$ cat src/design/hag_pkg.sv
// Shared types, constants and the sequencer microprogram of the Heun adjoint gradient unit.
`default_nettype none

package hag_pkg;

  localparam int DataWidth = 32;
  localparam int FracBits  = 24;
  localparam int RegAw     = 5;
  localparam int RegDepth  = 32;
  localparam int PcW       = 6;
  localparam int CntW      = 16;
  localparam int CfgIdxW   = 8;
  localparam int CfgDataW  = 32;

  typedef logic signed [DataWidth-1:0] word_t;
  typedef logic [RegAw-1:0]            raddr_t;
  typedef logic [PcW-1:0]              pc_t;

  typedef struct packed {
    word_t init_disp;
    word_t init_vel;
    word_t observed_final;
  } hag_in_t;

  typedef struct packed {
    word_t grad_disp;
    logic  saturated;
  } hag_out_t;

  // Configuration register indexes.
  localparam logic [CfgIdxW-1:0] CFG_NATURAL_FREQ  = 8'd0;
  localparam logic [CfgIdxW-1:0] CFG_STEP_SIZE     = 8'd1;
  localparam logic [CfgIdxW-1:0] CFG_STEP_COUNT    = 8'd2;
  localparam logic [CfgIdxW-1:0] CFG_DAMPING_RATIO = 8'd3;

  localparam logic [30:0] NATURAL_FREQ_RST  = 31'd33554432;
  localparam logic [23:0] STEP_SIZE_RST     = 24'd167772;
  localparam logic [15:0] STEP_COUNT_RST    = 16'd1000;
  localparam logic [15:0] DAMPING_RATIO_RST = 16'd6554;

  localparam word_t FIX_ONE = word_t'(64'(1) << FracBits);

  // Operation codes of the shared unit.
  localparam logic [2:0] OP_LD  = 3'd0;
  localparam logic [2:0] OP_MUL = 3'd1;
  localparam logic [2:0] OP_ADD = 3'd2;
  localparam logic [2:0] OP_SUB = 3'd3;
  localparam logic [2:0] OP_OUT = 3'd4;

  // Program flow codes at the end of an instruction.
  localparam logic [2:0] NX_SEQ       = 3'd0;
  localparam logic [2:0] NX_FWD_ENTER = 3'd1;
  localparam logic [2:0] NX_FWD_LOOP  = 3'd2;
  localparam logic [2:0] NX_BWD_ENTER = 3'd3;
  localparam logic [2:0] NX_BWD_LOOP  = 3'd4;

  // Register file slots.
  localparam raddr_t R_ONE  = 5'd0;
  localparam raddr_t R_ZERO = 5'd1;
  localparam raddr_t R_OM   = 5'd2;
  localparam raddr_t R_H    = 5'd3;
  localparam raddr_t R_ZE   = 5'd4;
  localparam raddr_t R_X    = 5'd5;
  localparam raddr_t R_V    = 5'd6;
  localparam raddr_t R_OBS  = 5'd7;
  localparam raddr_t R_A    = 5'd8;
  localparam raddr_t R_B    = 5'd9;
  localparam raddr_t R_S1V  = 5'd10;
  localparam raddr_t R_TX   = 5'd11;
  localparam raddr_t R_TV   = 5'd12;
  localparam raddr_t R_S2V  = 5'd13;
  localparam raddr_t R_T1   = 5'd14;
  localparam raddr_t R_T2   = 5'd15;
  localparam raddr_t R_Q    = 5'd16;
  localparam raddr_t R_QA   = 5'd17;
  localparam raddr_t R_J0   = 5'd18;
  localparam raddr_t R_J1   = 5'd19;
  localparam raddr_t R_J2   = 5'd20;
  localparam raddr_t R_J3   = 5'd21;
  localparam raddr_t R_L0   = 5'd22;
  localparam raddr_t R_L1   = 5'd23;
  localparam raddr_t R_P0   = 5'd24;

  localparam pc_t PC_FWD   = 6'd11;
  localparam pc_t PC_SETUP = 6'd29;
  localparam pc_t PC_BWD   = 6'd46;
  localparam pc_t PC_OUT   = 6'd53;

  typedef struct packed {
    logic [2:0] op;
    raddr_t     dst;
    raddr_t     sa;
    raddr_t     sb;
    logic       half;
    logic [2:0] nxt;
  } uinstr_t;

  // Control from the sequencer to the datapath.
  typedef struct packed {
    raddr_t     raddr_a;
    raddr_t     raddr_b;
    raddr_t     waddr;
    logic       wen;
    logic       ex;
    logic [2:0] op;
    logic       half;
    logic       out_take;
  } seq_ctl_t;

  function automatic uinstr_t mk(logic [2:0] op, raddr_t dst, raddr_t sa, raddr_t sb,
                                 logic half, logic [2:0] nxt);
    uinstr_t u;
    u.op   = op;
    u.dst  = dst;
    u.sa   = sa;
    u.sb   = sb;
    u.half = half;
    u.nxt  = nxt;
    return u;
  endfunction

  // A half flag set means the product carries one extra fraction bit (the h/2 factor).
  function automatic uinstr_t ucode(pc_t pc);
    uinstr_t u;
    unique case (pc)
      // Load constants, configuration and item fields.
      6'd0:  u = mk(OP_LD,  R_ONE,  R_ZERO, R_ZERO, 1'b0, NX_SEQ);
      6'd1:  u = mk(OP_LD,  R_ZERO, R_ZERO, R_ZERO, 1'b0, NX_SEQ);
      6'd2:  u = mk(OP_LD,  R_OM,   R_ZERO, R_ZERO, 1'b0, NX_SEQ);
      6'd3:  u = mk(OP_LD,  R_H,    R_ZERO, R_ZERO, 1'b0, NX_SEQ);
      6'd4:  u = mk(OP_LD,  R_ZE,   R_ZERO, R_ZERO, 1'b0, NX_SEQ);
      6'd5:  u = mk(OP_LD,  R_X,    R_ZERO, R_ZERO, 1'b0, NX_SEQ);
      6'd6:  u = mk(OP_LD,  R_V,    R_ZERO, R_ZERO, 1'b0, NX_SEQ);
      6'd7:  u = mk(OP_LD,  R_OBS,  R_ZERO, R_ZERO, 1'b0, NX_SEQ);
      // a = omega^2, b = 2 zeta omega.
      6'd8:  u = mk(OP_MUL, R_A,    R_OM,   R_OM,   1'b0, NX_SEQ);
      6'd9:  u = mk(OP_MUL, R_B,    R_ZE,   R_OM,   1'b0, NX_SEQ);
      6'd10: u = mk(OP_ADD, R_B,    R_B,    R_B,    1'b0, NX_FWD_ENTER);
      // One forward Heun step.
      6'd11: u = mk(OP_MUL, R_T1,   R_B,    R_V,    1'b0, NX_SEQ);
      6'd12: u = mk(OP_SUB, R_T1,   R_ZERO, R_T1,   1'b0, NX_SEQ);
      6'd13: u = mk(OP_MUL, R_T2,   R_A,    R_X,    1'b0, NX_SEQ);
      6'd14: u = mk(OP_SUB, R_S1V,  R_T1,   R_T2,   1'b0, NX_SEQ);
      6'd15: u = mk(OP_MUL, R_T1,   R_H,    R_V,    1'b0, NX_SEQ);
      6'd16: u = mk(OP_ADD, R_TX,   R_X,    R_T1,   1'b0, NX_SEQ);
      6'd17: u = mk(OP_MUL, R_T1,   R_H,    R_S1V,  1'b0, NX_SEQ);
      6'd18: u = mk(OP_ADD, R_TV,   R_V,    R_T1,   1'b0, NX_SEQ);
      6'd19: u = mk(OP_MUL, R_T1,   R_B,    R_TV,   1'b0, NX_SEQ);
      6'd20: u = mk(OP_SUB, R_T1,   R_ZERO, R_T1,   1'b0, NX_SEQ);
      6'd21: u = mk(OP_MUL, R_T2,   R_A,    R_TX,   1'b0, NX_SEQ);
      6'd22: u = mk(OP_SUB, R_S2V,  R_T1,   R_T2,   1'b0, NX_SEQ);
      6'd23: u = mk(OP_ADD, R_T1,   R_V,    R_TV,   1'b0, NX_SEQ);
      6'd24: u = mk(OP_MUL, R_T1,   R_H,    R_T1,   1'b1, NX_SEQ);
      6'd25: u = mk(OP_ADD, R_X,    R_X,    R_T1,   1'b0, NX_SEQ);
      6'd26: u = mk(OP_ADD, R_T1,   R_S1V,  R_S2V,  1'b0, NX_SEQ);
      6'd27: u = mk(OP_MUL, R_T1,   R_H,    R_T1,   1'b1, NX_SEQ);
      6'd28: u = mk(OP_ADD, R_V,    R_V,    R_T1,   1'b0, NX_FWD_LOOP);
      // Transposed transition matrix and terminal adjoint.
      6'd29: u = mk(OP_MUL, R_Q,    R_H,    R_H,    1'b1, NX_SEQ);
      6'd30: u = mk(OP_MUL, R_QA,   R_Q,    R_A,    1'b0, NX_SEQ);
      6'd31: u = mk(OP_SUB, R_J0,   R_ONE,  R_QA,   1'b0, NX_SEQ);
      6'd32: u = mk(OP_MUL, R_T1,   R_H,    R_A,    1'b0, NX_SEQ);
      6'd33: u = mk(OP_SUB, R_T1,   R_ZERO, R_T1,   1'b0, NX_SEQ);
      6'd34: u = mk(OP_MUL, R_T2,   R_QA,   R_B,    1'b0, NX_SEQ);
      6'd35: u = mk(OP_ADD, R_J1,   R_T1,   R_T2,   1'b0, NX_SEQ);
      6'd36: u = mk(OP_MUL, R_T1,   R_Q,    R_B,    1'b0, NX_SEQ);
      6'd37: u = mk(OP_SUB, R_J2,   R_H,    R_T1,   1'b0, NX_SEQ);
      6'd38: u = mk(OP_MUL, R_T1,   R_H,    R_B,    1'b0, NX_SEQ);
      6'd39: u = mk(OP_SUB, R_T1,   R_ONE,  R_T1,   1'b0, NX_SEQ);
      6'd40: u = mk(OP_MUL, R_T2,   R_B,    R_B,    1'b0, NX_SEQ);
      6'd41: u = mk(OP_SUB, R_T2,   R_T2,   R_A,    1'b0, NX_SEQ);
      6'd42: u = mk(OP_MUL, R_T2,   R_Q,    R_T2,   1'b0, NX_SEQ);
      6'd43: u = mk(OP_ADD, R_J3,   R_T1,   R_T2,   1'b0, NX_SEQ);
      6'd44: u = mk(OP_SUB, R_L0,   R_X,    R_OBS,  1'b0, NX_SEQ);
      6'd45: u = mk(OP_ADD, R_L1,   R_ZERO, R_ZERO, 1'b0, NX_BWD_ENTER);
      // One backward adjoint step.
      6'd46: u = mk(OP_MUL, R_T1,   R_J0,   R_L0,   1'b0, NX_SEQ);
      6'd47: u = mk(OP_MUL, R_T2,   R_J1,   R_L1,   1'b0, NX_SEQ);
      6'd48: u = mk(OP_ADD, R_P0,   R_T1,   R_T2,   1'b0, NX_SEQ);
      6'd49: u = mk(OP_MUL, R_T1,   R_J2,   R_L0,   1'b0, NX_SEQ);
      6'd50: u = mk(OP_MUL, R_T2,   R_J3,   R_L1,   1'b0, NX_SEQ);
      6'd51: u = mk(OP_ADD, R_L1,   R_T1,   R_T2,   1'b0, NX_SEQ);
      6'd52: u = mk(OP_ADD, R_L0,   R_P0,   R_ZERO, 1'b0, NX_BWD_LOOP);
      default: u = mk(OP_OUT, R_L0, R_L0,   R_ZERO, 1'b0, NX_SEQ);
    endcase
    return u;
  endfunction

endpackage

`default_nettype wire

$ cat src/design/hag_ram.sv
// Generic register file RAM: one write port, two read ports with registered read data.
`default_nettype none

module hag_ram #(
  parameter int WIDTH = 32,
  parameter int DEPTH = 32
) (
  input  wire logic                     clk,
  input  wire logic                     we,
  input  wire logic [$clog2(DEPTH)-1:0] waddr,
  input  wire logic [WIDTH-1:0]         wdata,
  input  wire logic [$clog2(DEPTH)-1:0] raddr_a,
  input  wire logic [$clog2(DEPTH)-1:0] raddr_b,
  output logic      [WIDTH-1:0]         rdata_a,
  output logic      [WIDTH-1:0]         rdata_b
);

  logic [WIDTH-1:0] mem_r [DEPTH];

  always_ff @(posedge clk) begin
    if (we) begin
      mem_r[waddr] <= wdata;
    end
    rdata_a <= mem_r[raddr_a];
    rdata_b <= mem_r[raddr_b];
  end

endmodule

`default_nettype wire

$ cat src/design/hag_alu.sv
// Shared arithmetic unit: rounded saturating fixed-point multiply and saturating add/subtract.
`default_nettype none

module hag_alu import hag_pkg::*; (
  input  wire logic     clk,
  input  wire seq_ctl_t ctl,
  input  wire word_t    opa,
  input  wire word_t    opb,
  output word_t         res,
  output logic          sat
);

  localparam logic [63:0] RndLo  = 64'(1) << (FracBits - 1);
  localparam logic [63:0] RndHi  = 64'(1) << FracBits;
  localparam logic [63:0] MagMax = 64'(1) << (DataWidth - 1);

  logic [DataWidth-1:0]   ua;
  logic [DataWidth-1:0]   ub;
  logic [2*DataWidth-1:0] prod_nxt;
  logic [DataWidth:0]     sum_ext;
  word_t                  sum_nxt;
  logic                   sum_ovf;

  logic [2*DataWidth-1:0] prod_r;
  logic                   neg_r;
  logic                   half_r;
  logic                   mul_r;
  word_t                  sum_r;
  logic                   sumsat_r;

  logic [63:0]            rounded;
  logic [63:0]            mag;
  logic [63:0]            lim;
  word_t                  mul_res;
  logic                   mul_sat;

  // First stage: magnitudes into the multiplier, or the wide add.
  always_comb begin
    ua       = opa[DataWidth-1] ? (~opa + 1'b1) : opa;
    ub       = opb[DataWidth-1] ? (~opb + 1'b1) : opb;
    prod_nxt = ua * ub;
    if (ctl.op == OP_SUB) begin
      sum_ext = {opa[DataWidth-1], opa} - {opb[DataWidth-1], opb};
    end else begin
      sum_ext = {opa[DataWidth-1], opa} + {opb[DataWidth-1], opb};
    end
    sum_ovf = sum_ext[DataWidth] != sum_ext[DataWidth-1];
    if (!sum_ovf) begin
      sum_nxt = sum_ext[DataWidth-1:0];
    end else if (sum_ext[DataWidth]) begin
      sum_nxt = {1'b1, {(DataWidth-1){1'b0}}};
    end else begin
      sum_nxt = {1'b0, {(DataWidth-1){1'b1}}};
    end
  end

  always_ff @(posedge clk) begin
    if (ctl.ex) begin
      prod_r   <= prod_nxt;
      neg_r    <= opa[DataWidth-1] ^ opb[DataWidth-1];
      half_r   <= ctl.half;
      mul_r    <= ctl.op == OP_MUL;
      sum_r    <= sum_nxt;
      sumsat_r <= sum_ovf;
    end
  end

  // Second stage: round half away from zero on the magnitude, then clamp and restore the sign.
  always_comb begin
    if (half_r) begin
      rounded = 64'(prod_r) + RndHi;
      mag     = rounded >> (FracBits + 1);
    end else begin
      rounded = 64'(prod_r) + RndLo;
      mag     = rounded >> FracBits;
    end
    lim     = neg_r ? MagMax : MagMax - 64'd1;
    mul_sat = mag > lim;
    if (mul_sat) begin
      mul_res = neg_r ? {1'b1, {(DataWidth-1){1'b0}}} : {1'b0, {(DataWidth-1){1'b1}}};
    end else if (neg_r) begin
      mul_res = word_t'({DataWidth{1'b0}} - mag[DataWidth-1:0]);
    end else begin
      mul_res = mag[DataWidth-1:0];
    end
    res = mul_r ? mul_res : sum_r;
    sat = mul_r ? mul_sat : sumsat_r;
  end

endmodule

`default_nettype wire

$ cat src/design/hag_seq.sv
// Microprogram sequencer: steps read, execute and write-back phases and runs the step loops.
`default_nettype none

module hag_seq import hag_pkg::*; (
  input  wire logic            clk,
  input  wire logic            rst_n,
  input  wire logic            start,
  input  wire logic [CntW-1:0] step_count,
  input  wire logic            out_free,
  output logic                 busy,
  output seq_ctl_t             ctl
);

  localparam logic [1:0] PH_RD = 2'd0;
  localparam logic [1:0] PH_EX = 2'd1;
  localparam logic [1:0] PH_WB = 2'd2;

  logic            busy_r;
  logic            busy_nxt;
  logic [1:0]      ph_r;
  logic [1:0]      ph_nxt;
  pc_t             pc_r;
  pc_t             pc_nxt;
  logic [CntW-1:0] cnt_r;
  logic [CntW-1:0] cnt_nxt;
  uinstr_t         instr;
  logic            last_iter;

  assign instr     = ucode(pc_r);
  assign busy      = busy_r;
  assign last_iter = (cnt_r + 1'b1) == step_count;

  always_comb begin
    ctl.raddr_a  = instr.sa;
    ctl.raddr_b  = instr.sb;
    ctl.waddr    = instr.dst;
    ctl.op       = instr.op;
    ctl.half     = instr.half;
    ctl.ex       = busy_r && (ph_r == PH_EX) && (instr.op != OP_OUT);
    ctl.wen      = busy_r && (ph_r == PH_WB);
    ctl.out_take = busy_r && (ph_r == PH_EX) && (instr.op == OP_OUT) && out_free;
  end

  always_comb begin
    busy_nxt = busy_r;
    ph_nxt   = ph_r;
    pc_nxt   = pc_r;
    cnt_nxt  = cnt_r;
    if (start) begin
      busy_nxt = 1'b1;
      ph_nxt   = PH_RD;
      pc_nxt   = '0;
      cnt_nxt  = '0;
    end else if (busy_r) begin
      unique case (ph_r)
        PH_RD: begin
          ph_nxt = PH_EX;
        end
        PH_EX: begin
          // The final instruction waits here until the output register can take the item.
          if (instr.op == OP_OUT) begin
            if (out_free) begin
              busy_nxt = 1'b0;
              ph_nxt   = PH_RD;
            end
          end else begin
            ph_nxt = PH_WB;
          end
        end
        PH_WB: begin
          ph_nxt = PH_RD;
          unique case (instr.nxt)
            NX_SEQ: begin
              pc_nxt = pc_r + 1'b1;
            end
            NX_FWD_ENTER: begin
              cnt_nxt = '0;
              pc_nxt  = (step_count == '0) ? PC_SETUP : PC_FWD;
            end
            NX_FWD_LOOP: begin
              if (last_iter) begin
                cnt_nxt = '0;
                pc_nxt  = PC_SETUP;
              end else begin
                cnt_nxt = cnt_r + 1'b1;
                pc_nxt  = PC_FWD;
              end
            end
            NX_BWD_ENTER: begin
              cnt_nxt = '0;
              pc_nxt  = (step_count == '0) ? PC_OUT : PC_BWD;
            end
            NX_BWD_LOOP: begin
              if (last_iter) begin
                cnt_nxt = '0;
                pc_nxt  = PC_OUT;
              end else begin
                cnt_nxt = cnt_r + 1'b1;
                pc_nxt  = PC_BWD;
              end
            end
            default: begin
              pc_nxt = pc_r + 1'b1;
            end
          endcase
        end
        default: begin
          ph_nxt = PH_RD;
        end
      endcase
    end
  end

  always_ff @(posedge clk) begin
    if (!rst_n) begin
      busy_r <= 1'b0;
      ph_r   <= PH_RD;
      pc_r   <= '0;
      cnt_r  <= '0;
    end else begin
      busy_r <= busy_nxt;
      ph_r   <= ph_nxt;
      pc_r   <= pc_nxt;
      cnt_r  <= cnt_nxt;
    end
  end

endmodule

`default_nettype wire

$ cat src/design/heun_adjoint_gradient_unit.sv
// Top level of the Heun adjoint gradient unit: configuration, item capture, register file, output.
//
//   channel   ports                                 direction   item
//   in        in_valid / in_ready / in_data         input       hag_in_t
//   out       out_valid / out_ready / out_data      output      hag_out_t
//   cfg       cfg_valid / cfg_ready / cfg_index,    input       register write
//             cfg_data
//
// Every microinstruction runs a register file read, a shared unit and a write-back phase (the
// final output instruction ends after its shared unit phase), with one multiplier and one adder
// in the shared unit. An item runs the loads, N forward steps, the matrix setup, N backward steps
// and the output hand-off.
// Reset is synchronous and active low; it restores the configuration and idles the sequencer.
// in_ready is low while an item is in work; a result left waiting on out_ready does not block the
// next item until that item is finished. Configuration writes are always taken.
`default_nettype none

module heun_adjoint_gradient_unit import hag_pkg::*; (
  input  wire logic                clk,
  input  wire logic                rst_n,
  input  wire logic                in_valid,
  output logic                     in_ready,
  input  wire hag_in_t             in_data,
  output logic                     out_valid,
  input  wire logic                out_ready,
  output hag_out_t                 out_data,
  input  wire logic                cfg_valid,
  output logic                     cfg_ready,
  input  wire logic [CfgIdxW-1:0]  cfg_index,
  input  wire logic [CfgDataW-1:0] cfg_data
);

  logic [30:0]     natural_freq_r;
  logic [23:0]     step_size_r;
  logic [15:0]     step_count_r;
  logic [15:0]     damping_ratio_r;

  hag_in_t         item_r;
  logic            sat_r;
  logic            out_valid_r;
  hag_out_t        out_data_r;

  logic            busy;
  logic            start;
  logic            out_free;
  seq_ctl_t        ctl;
  word_t           rdata_a;
  word_t           rdata_b;
  word_t           alu_res;
  logic            alu_sat;
  word_t           ld_val;
  word_t           wdata;

  assign cfg_ready = 1'b1;
  assign in_ready  = !busy;
  assign start     = in_valid && in_ready;
  assign out_free  = !out_valid_r || out_ready;
  assign out_valid = out_valid_r;
  assign out_data  = out_data_r;

  always_ff @(posedge clk) begin
    if (!rst_n) begin
      natural_freq_r  <= NATURAL_FREQ_RST;
      step_size_r     <= STEP_SIZE_RST;
      step_count_r    <= STEP_COUNT_RST;
      damping_ratio_r <= DAMPING_RATIO_RST;
    end else if (cfg_valid && cfg_ready) begin
      if (cfg_index == CFG_NATURAL_FREQ) begin
        natural_freq_r <= cfg_data[30:0];
      end
      if (cfg_index == CFG_STEP_SIZE) begin
        step_size_r <= cfg_data[23:0];
      end
      if (cfg_index == CFG_STEP_COUNT) begin
        step_count_r <= cfg_data[15:0];
      end
      if (cfg_index == CFG_DAMPING_RATIO) begin
        damping_ratio_r <= cfg_data[15:0];
      end
    end
  end

  always_ff @(posedge clk) begin
    if (start) begin
      item_r <= in_data;
    end
  end

  // Load values in the working format; zeta moves from 16 to 24 fraction bits.
  always_comb begin
    unique case (ctl.waddr)
      R_ONE:   ld_val = FIX_ONE;
      R_OM:    ld_val = {1'b0, natural_freq_r};
      R_H:     ld_val = {8'b0, step_size_r};
      R_ZE:    ld_val = {8'b0, damping_ratio_r, 8'b0};
      R_X:     ld_val = item_r.init_disp;
      R_V:     ld_val = item_r.init_vel;
      R_OBS:   ld_val = item_r.observed_final;
      default: ld_val = '0;
    endcase
    wdata = (ctl.op == OP_LD) ? ld_val : alu_res;
  end

  hag_seq u_seq (
    .clk        (clk),
    .rst_n      (rst_n),
    .start      (start),
    .step_count (step_count_r),
    .out_free   (out_free),
    .busy       (busy),
    .ctl        (ctl)
  );

  hag_ram #(
    .WIDTH (DataWidth),
    .DEPTH (RegDepth)
  ) u_regs (
    .clk     (clk),
    .we      (ctl.wen),
    .waddr   (ctl.waddr),
    .wdata   (wdata),
    .raddr_a (ctl.raddr_a),
    .raddr_b (ctl.raddr_b),
    .rdata_a (rdata_a),
    .rdata_b (rdata_b)
  );

  hag_alu u_alu (
    .clk (clk),
    .ctl (ctl),
    .opa (rdata_a),
    .opb (rdata_b),
    .res (alu_res),
    .sat (alu_sat)
  );

  // The saturation flag is sticky over all operations of one item.
  always_ff @(posedge clk) begin
    if (!rst_n) begin
      sat_r <= 1'b0;
    end else if (start) begin
      sat_r <= 1'b0;
    end else if (ctl.wen && (ctl.op != OP_LD)) begin
      sat_r <= sat_r | alu_sat;
    end
  end

  always_ff @(posedge clk) begin
    if (!rst_n) begin
      out_valid_r <= 1'b0;
    end else if (ctl.out_take) begin
      out_valid_r <= 1'b1;
    end else if (out_ready) begin
      out_valid_r <= 1'b0;
    end
  end

  always_ff @(posedge clk) begin
    if (ctl.out_take) begin
      out_data_r.grad_disp <= rdata_a;
      out_data_r.saturated <= sat_r;
    end
  end

endmodule

`default_nettype wire
$ cat config.mk
export PLATFORM = sky130hd
export DESIGN_NAME = heun_adjoint_gradient_unit
export DESIGN_NICKNAME = d
export VERILOG_FILES = /design/src/design/hag_pkg.sv /design/src/design/hag_ram.sv /design/src/design/hag_alu.sv /design/src/design/hag_seq.sv /design/src/design/heun_adjoint_gradient_unit.sv
export SDC_FILE = /design/constraint.sdc
export NUM_CORES = 2
export LEC_CHECK = 0
export BUFFER_PORTS_ARGS = -buffer_cell sky130_fd_sc_hd__buf_2
export CORE_AREA = 4 4 363 722
export DETAILED_ROUTE_END_ITERATION = 10
export DIE_AREA = 0 0 367 726
export PLACE_DENSITY_LB_ADDON = 0.25
export SETUP_SLACK_MARGIN = 0.2
export SLEW_MARGIN = 10
export SYNTH_ARGS = -nofsm -noshare
export SYNTH_HDL_FRONTEND = slang
export SYNTH_SLANG_ARGS = --single-unit
$ cat constraint.sdc
create_clock -name clk -period 13.27 [get_ports clk]
set_clock_uncertainty 0.15 [all_clocks]
set_input_delay 2.654 -clock clk [delete_from_list [all_inputs] [get_ports clk]]
set_output_delay 2.654 -clock clk [all_outputs]
set_load 0.05 [all_outputs]
After elaboration in Yosys (flattened, before gate mapping)
Memories as Yosys holds them, arrays and structs flattened. A register that Yosys moved wholly into a read port is not among the register bits.
Cells that the tools add are included.
{"block": "word_totals", "memories": 2, "mem_bits_ro": 1408, "reg_bits": 343, "ramBits": 1024}
{"memory": "(name not given)", "words": 64, "width": 22, "rd": 1, "rd_clocked_by_memory_dff": 1, "write_ports": 0, "line_no": "hag_pkg.sv:125", "source": "unique case (pc)"}
{"memory": "u_regs.mem_r", "words": 32, "width": 32, "rd": 2, "rd_clocked_by_memory_dff": 2, "write_ports": 1, "line_no": "hag_ram.sv:18", "source": "logic [WIDTH-1:0] mem_r [DEPTH];"}
{"block": "classes", "mul": 1, "bitwise_logic": 5, "reduce_logical": 28, "mux": 35, "eq_ne": 22, "add_sub_neg": 9, "magnitude_cmp": 1}
{"operator": "32-bit 2-to-1 mux", "n": 10}
{"operator": "32-bit case mux with 7 select lines", "n": 1}
{"operator": "32-bit by 1-bit adder with 32-bit output, second input constant", "n": 2}
{"operator": "64-bit by 24-bit adder with 64-bit output, second input constant", "n": 1}
{"operator": "64-bit by 25-bit adder with 64-bit output, second input constant", "n": 1}
{"operator": "40-bit by 64-bit > comparator with 1-bit output", "n": 1}
{"operator": "32-bit by 32-bit multiplier with 64-bit output", "n": 1}
{"operator": "32-bit NOT", "n": 2}
{"operator": "40-bit 2-to-1 mux", "n": 1}
{"operator": "32-bit by 32-bit adder with 33-bit output", "n": 1}
{"operator": "33-bit 2-to-1 mux", "n": 1}
{"operator": "32-bit by 32-bit subtractor with 33-bit output", "n": 1}
{"operator": "16-bit case mux with 2 select lines", "n": 1}
{"operator": "1-bit by 32-bit subtractor with 32-bit output, first input constant", "n": 1}
{"operator": "6-bit case mux with 4 select lines", "n": 1}
{"operator": "5-bit by 3-bit equality test with 1-bit output, second input constant", "n": 4}
{"operator": "5-bit 2-to-1 mux", "n": 4}
{"operator": "16-bit by 1-bit adder with 16-bit output, second input constant", "n": 1}
{"operator": "16-bit equality test", "n": 1}
{"operator": "8-bit by 2-bit equality test with 1-bit output, second input constant", "n": 2}
{"operator": "16-bit logical NOT", "n": 1}
{"operator": "16-bit 2-to-1 mux", "n": 1}
{"operator": "6-bit 2-to-1 mux", "n": 2}
{"operator": "2-bit AND reduction", "n": 6}
{"operator": "other kinds (28)", "n": 53}

Depth between registers and ports, before layout
{"block": "logic_depth", "word_depth": 7, "depth_mapped": 37, "ltp_nobuf": 36}

Modules after synthesis
Synthesis repeated with hierarchy kept, for this count alone.
{"block": "unflattened", "hier_cells": 9739, "hier_area_um2": 105359.8}
{"mod": "hag_ram", "area_each_um2": 50070.5, "cells_per_inst": 3450, "seq_area_each_um2": 32030.7, "instances": 1}
{"mod": "hag_alu", "area_each_um2": 42459.5, "cells_per_inst": 5021, "seq_area_each_um2": 2312.2, "instances": 1}
{"mod": "heun_adjoint_gradient_unit", "area_each_um2": 8800.9, "cells_per_inst": 725, "seq_area_each_um2": 5655.4, "instances": 1}
{"mod": "hag_seq", "area_each_um2": 4028.9, "cells_per_inst": 543, "seq_area_each_um2": 940.9, "instances": 1}

Least setup slack after synthesis
No wires, ideal clock.
{"block": "synth_timing", "path_kind": "flip-flop to flip-flop", "startpoint": "register u_regs.rdata_a[7], read port of u_regs.mem_r", "endpoint": "register u_alu.prod_r[57] (data pin)", "period_less_slack_ns": 10.111, "path_slack_ns": 3.159, "setup_time_ns": 0.263, "path_stages_with_launch": 32, "required_time_ns": 12.857, "arrival_time_ns": 9.698, "cell_sequence": "dfxtp_1 > or4_4 > or4_1 > or3_1 > or4_4 > or4_4 > and2_4 > xnor2_2 > buf_2 > nor2_1 > fa_1 > inv_1 > fa_1 > fa_1 > fa_1 > inv_1 > fa_1 > fa_1 > fa_1 > fa_1 > ha_1 > clkbuf_1 > and4_1 > nand2_1 > a2bb2oi_1 > a221oi_1 > o31ai_1 > o41ai_1 > o21ai_0 > a21oi_1 > a2bb2oi_1 > xor2_1"}
{"block": "synth_via", "elab_chain_len": 4}
{"element": "start, declared", "line_no": "hag_ram.sv:14", "source": "output logic [WIDTH-1:0] rdata_a,"}
{"element": "32-bit NOT", "line_no": "hag_alu.sv:39", "source": "ua = opa[DataWidth-1] ? (~opa + 1'b1) : opa;"}
{"element": "32-bit by 1-bit adder with 32-bit output", "line_no": "hag_alu.sv:39"}
{"element": "32-bit 2-to-1 mux *", "line_no": "hag_alu.sv:39"}
{"element": "32-bit by 32-bit multiplier with 64-bit output *", "line_no": "hag_alu.sv:41", "source": "prod_nxt = ua * ub;"}
{"element": "named net u_alu.prod_nxt[57]", "line_no": "hag_alu.sv:19", "source": "logic [2*DataWidth-1:0] prod_nxt;"}
{"element": "end signal, assigned", "line_no": "hag_alu.sv:59", "source": "prod_r <= prod_nxt;"}
{"element": "end, declared", "line_no": "hag_alu.sv:24", "source": "logic [2*DataWidth-1:0] prod_r;"}
The timed path passes the listed nets; every way through them passes the cells marked *.
A chain may end at the register's enable or synchronous reset.

Worst setup path after layout
{"block": "layout_timing", "startpoint": "register u_regs.rdata_a[8], read port of u_regs.mem_r", "endpoint": "register u_alu.prod_r[57] (data pin)"}
The elaborated chain is that of the path after synthesis.

==> impl_results.md <==
* Number of port buffers at 174
* Synthesized net count at 9,508
* Post-cts resize count at 0
* Max-Cap Viols at 0
* Critical path startpoint category: flop
* Vias per cell at 6.03
* Die ar. at 266,000 um^2
* Register bit total from synthesis at 1,430
* Most common cell after layout, fill and taps aside: edfxtp_1
* Clk buf depth at 4
* Routed WL at 380 mm
* CP arrival at 12.54 ns
* Ys Warns at 0
* Max-slew violation count at 0
* Critical path's top delay family: adder cells
* Num ports at 177
* Initial antenna violation count at 33
* Power per Cell Area at 165 nW/um^2
* CP max-delay cell: xnor2_2
* Switching share of total power at 42.0%
* Psw at 0.00784 W
* Commonest cells after routing, fill and taps aside: 1,230 x edfxtp_1, 945 x inv_1, 896 x fa_1
* Rows at 263
* DP HPWL at 270 mm
* GRT overflow at 0
* CP max FO at 15
* Minimum clock period at 12.12 ns
* Setup CP Type: flop to flop
* Buffers and inverters on the worst path at 4
* F_max at 82.5 MHz
* Clock power share at 21.6%
* Area after DPL at 108,000 um^2
* P_int at 0.0108 W
* Clock buffer count from CTS at 141
* Leakage at 42.6 nW
* Post-synth EDFFs at 1,230
* Post-synthesis sequential area ratio at 40.1%
* Area growth, synth to finish at 10.6%
* Syn Area/Cell at 12.6 um^2
* Global-route wire length before repair at 534 mm
* Via count at 70,335
* M2 GR Usage at 50.9%
* FFs w/ async S/R, synth at 0%
* Min-delay worst type: flop to flop
* Layer with the highest usage: met2
* DRT Pass-1 Iters at 6
* Worst slew margin at 5.93%
* CTS Hold Bufs at 0
* Final TNS setup at 0 ns
* Final setup fails at 0
* Synth unique cells at 104
* Worst VDD drop at 0.000441 V
* Post-Layout Inst Area at 113,000 um^2
* CTS tree: built
* Total track usage at 28.3%
* Predominant post-synthesis flop cell: edfxtp_1
* Final net count at 9,606
* Mapped Area at 102,000 um^2
* Drc violations at 0
* Die Y at 726 um
* Period utilisation layout at 91.3%
* Antenna-violating nets left at 0
* Final WS setup at 1.15 ns
* Layout cells sized above 1 at 18.5%
* Worst skew pair latency at 0.87 ns
* Starting Density at 39.8%
* DRT iter0 DRCs at 6,151
* Clock Sinks at 1,430
* Cell mode on critical path: fa_1
* Worst-margin pin slew at 1.40 ns
* Number of global-route vias before repair at 73,825
* GR Util met1 at 29.0%
* Die Wd at 367 um
* Outcome: finished clean
* Final RePlAce weighted congestion at 1.03
* Met3 GRT Util at 4.03%
* Worst Setup End Kind: flop
* Root buf cell: clkbuf_16
* DR WL/cell at 32.6 um
* H-Tree Depth at 4
* Crit path largest cell delay at 0.93 ns
* Pre-CTS WS at 1.18 ns
* Core ar. at 257,000 um^2
* Largest net degree at the start of global routing at 121
* RSZ-0062 raised after global routing: false
* # Post-CTS Setup Buffers at 0
* Comb power frac at 49.7%
* Final Hold Vio Count at 0
* Critical Path RT at 13.69 ns
* Reg clk slew, reported paths at 0.07 ns
* Mapped Cells at 8,131
* Sequential share of power at 28.8%
[path summary, 6_finish.rpt]
check / startpoint / endpoint / slack [ns] / cells after the start
setup / recovery: u_regs.rdata_a[8]$_DFF_P_ / u_alu.prod_r[57]$_DFFE_PP_ / 1.15 / 30
hold reg to reg: u_seq.instr[3]$_SDFF_PP0_ / u_alu.half_r$_DFFE_PP_ / 0.27 / 0
setup reg to reg: u_regs.rdata_a[8]$_DFF_P_ / u_alu.prod_r[57]$_DFFE_PP_ / 1.15 / 30
hold / removal: u_seq.instr[3]$_SDFF_PP0_ / u_alu.half_r$_DFFE_PP_ / 0.27 / 0
[area by class of cell]
type,instances,area [um^2]
fillers,23344,144000
multi-input cells,5266,56800
flip-flops and latches,1430,41000
well taps,3312,4140
clock buffers,184,3840
inverters,949,3560
repair buffers,441,2920
clock inverters,58,607
diodes,21,52.6
[registers in the layout (all words and copies together), names as in the netlist, 16 cells and up]
signal and count:
u_regs.rdata_b 32, u_seq.instr 22, step_size_r 24, u_alu.prod_r 41
out_data 33, damping_ratio_r 16, u_alu.sum_r 32, u_regs.rdata_a 32
step_count_r 16, item_r 96, natural_freq_r 31, u_seq.cnt_r 16
u_regs.mem_r 1024
[layer usage]
layer  vias up  share of wire, %
met5         -             0.021
met4        12                10
met3      1225               6.1
met2      3385                52
met1     36754                31
li1      28959                 -
[power groups by stage]
stage	logic (W)	clock network (W)	registers [W]
after floorplan	0.00575	0	0.00534
after global placement	0.00899	0	0.00545
after detailed placement	0.00898	0	0.00545
after CTS	0.00909	0.00410	0.00536
after global routing	0.0100	0.00427	0.00537
final	0.00926	0.00402	0.00536
[through the flow]
| stage | total power, W | util (%) | hold WS [ns] | instances |
|---|---|---|---|---|
| after CTS | 0.0186 | 43.9 | 0.266 | 11638 |
| after floorplan | 0.0111 | - | 0.236 | 8131 |
| final | 0.0186 | 44.0 | 0.269 | 11661 |
| after global routing | 0.0197 | 44.0 | 0.276 | 11648 |
| after global placement | 0.0144 | 42.2 | 0.242 | 11396 |
| after detailed placement | 0.0144 | 42.2 | 0.248 | 11396 |
[worst register-to-register path, delay by kind of cell, from the launching register on]
family | cells | cell delay [ns]
buffers and inverters | 4 | 0.26
xor gates and xnor gates | 2 | 1.03
DFF | 1 | 0.48
AOI/OAI and AO/OA | 6 | 1.80
and+or+nand+nor | 9 | 3.39
adders and majority gates | 9 | 4.76
[kinds of logic (layout without fill, tap and decap cells)]
group	after synthesis	after routing	synth area share [%]
and+or+nand+nor	2096	2096	9.15
buffers and inverters	1435	1632	5.35
DFF	1430	1430	40.1
adders and majority gates	1244	1244	21.8
AOI/OAI and AO/OA	885	885	5.76
muxes	764	764	15.4
xor gates and xnor gates	276	276	2.39
other	1	22	0.00367
[Yosys cell counts (67+ instances only)]
library cell | count | area [um^2]
clkbuf_1 | 376 | 1410
nor3_1 | 70 | 350
nand3_1 | 93 | 465
ha_1 | 340 | 4250
nand2_1 | 799 | 3000
buf_1 | 67 | 251
fa_1 | 896 | 17900
dfxtp_1 | 200 | 4000
a22oi_1 | 79 | 593
xnor2_1 | 153 | 1340
edfxtp_1 | 1230 | 36900
nor2_1 | 729 | 2740
xor2_1 | 120 | 1050
mux4_2 | 640 | 14400
mux2_2 | 78 | 878
o21ai_0 | 158 | 791
a21oi_1 | 225 | 1130
inv_1 | 945 | 3550
No activity file was read; power rests on OpenSTA's default activity.
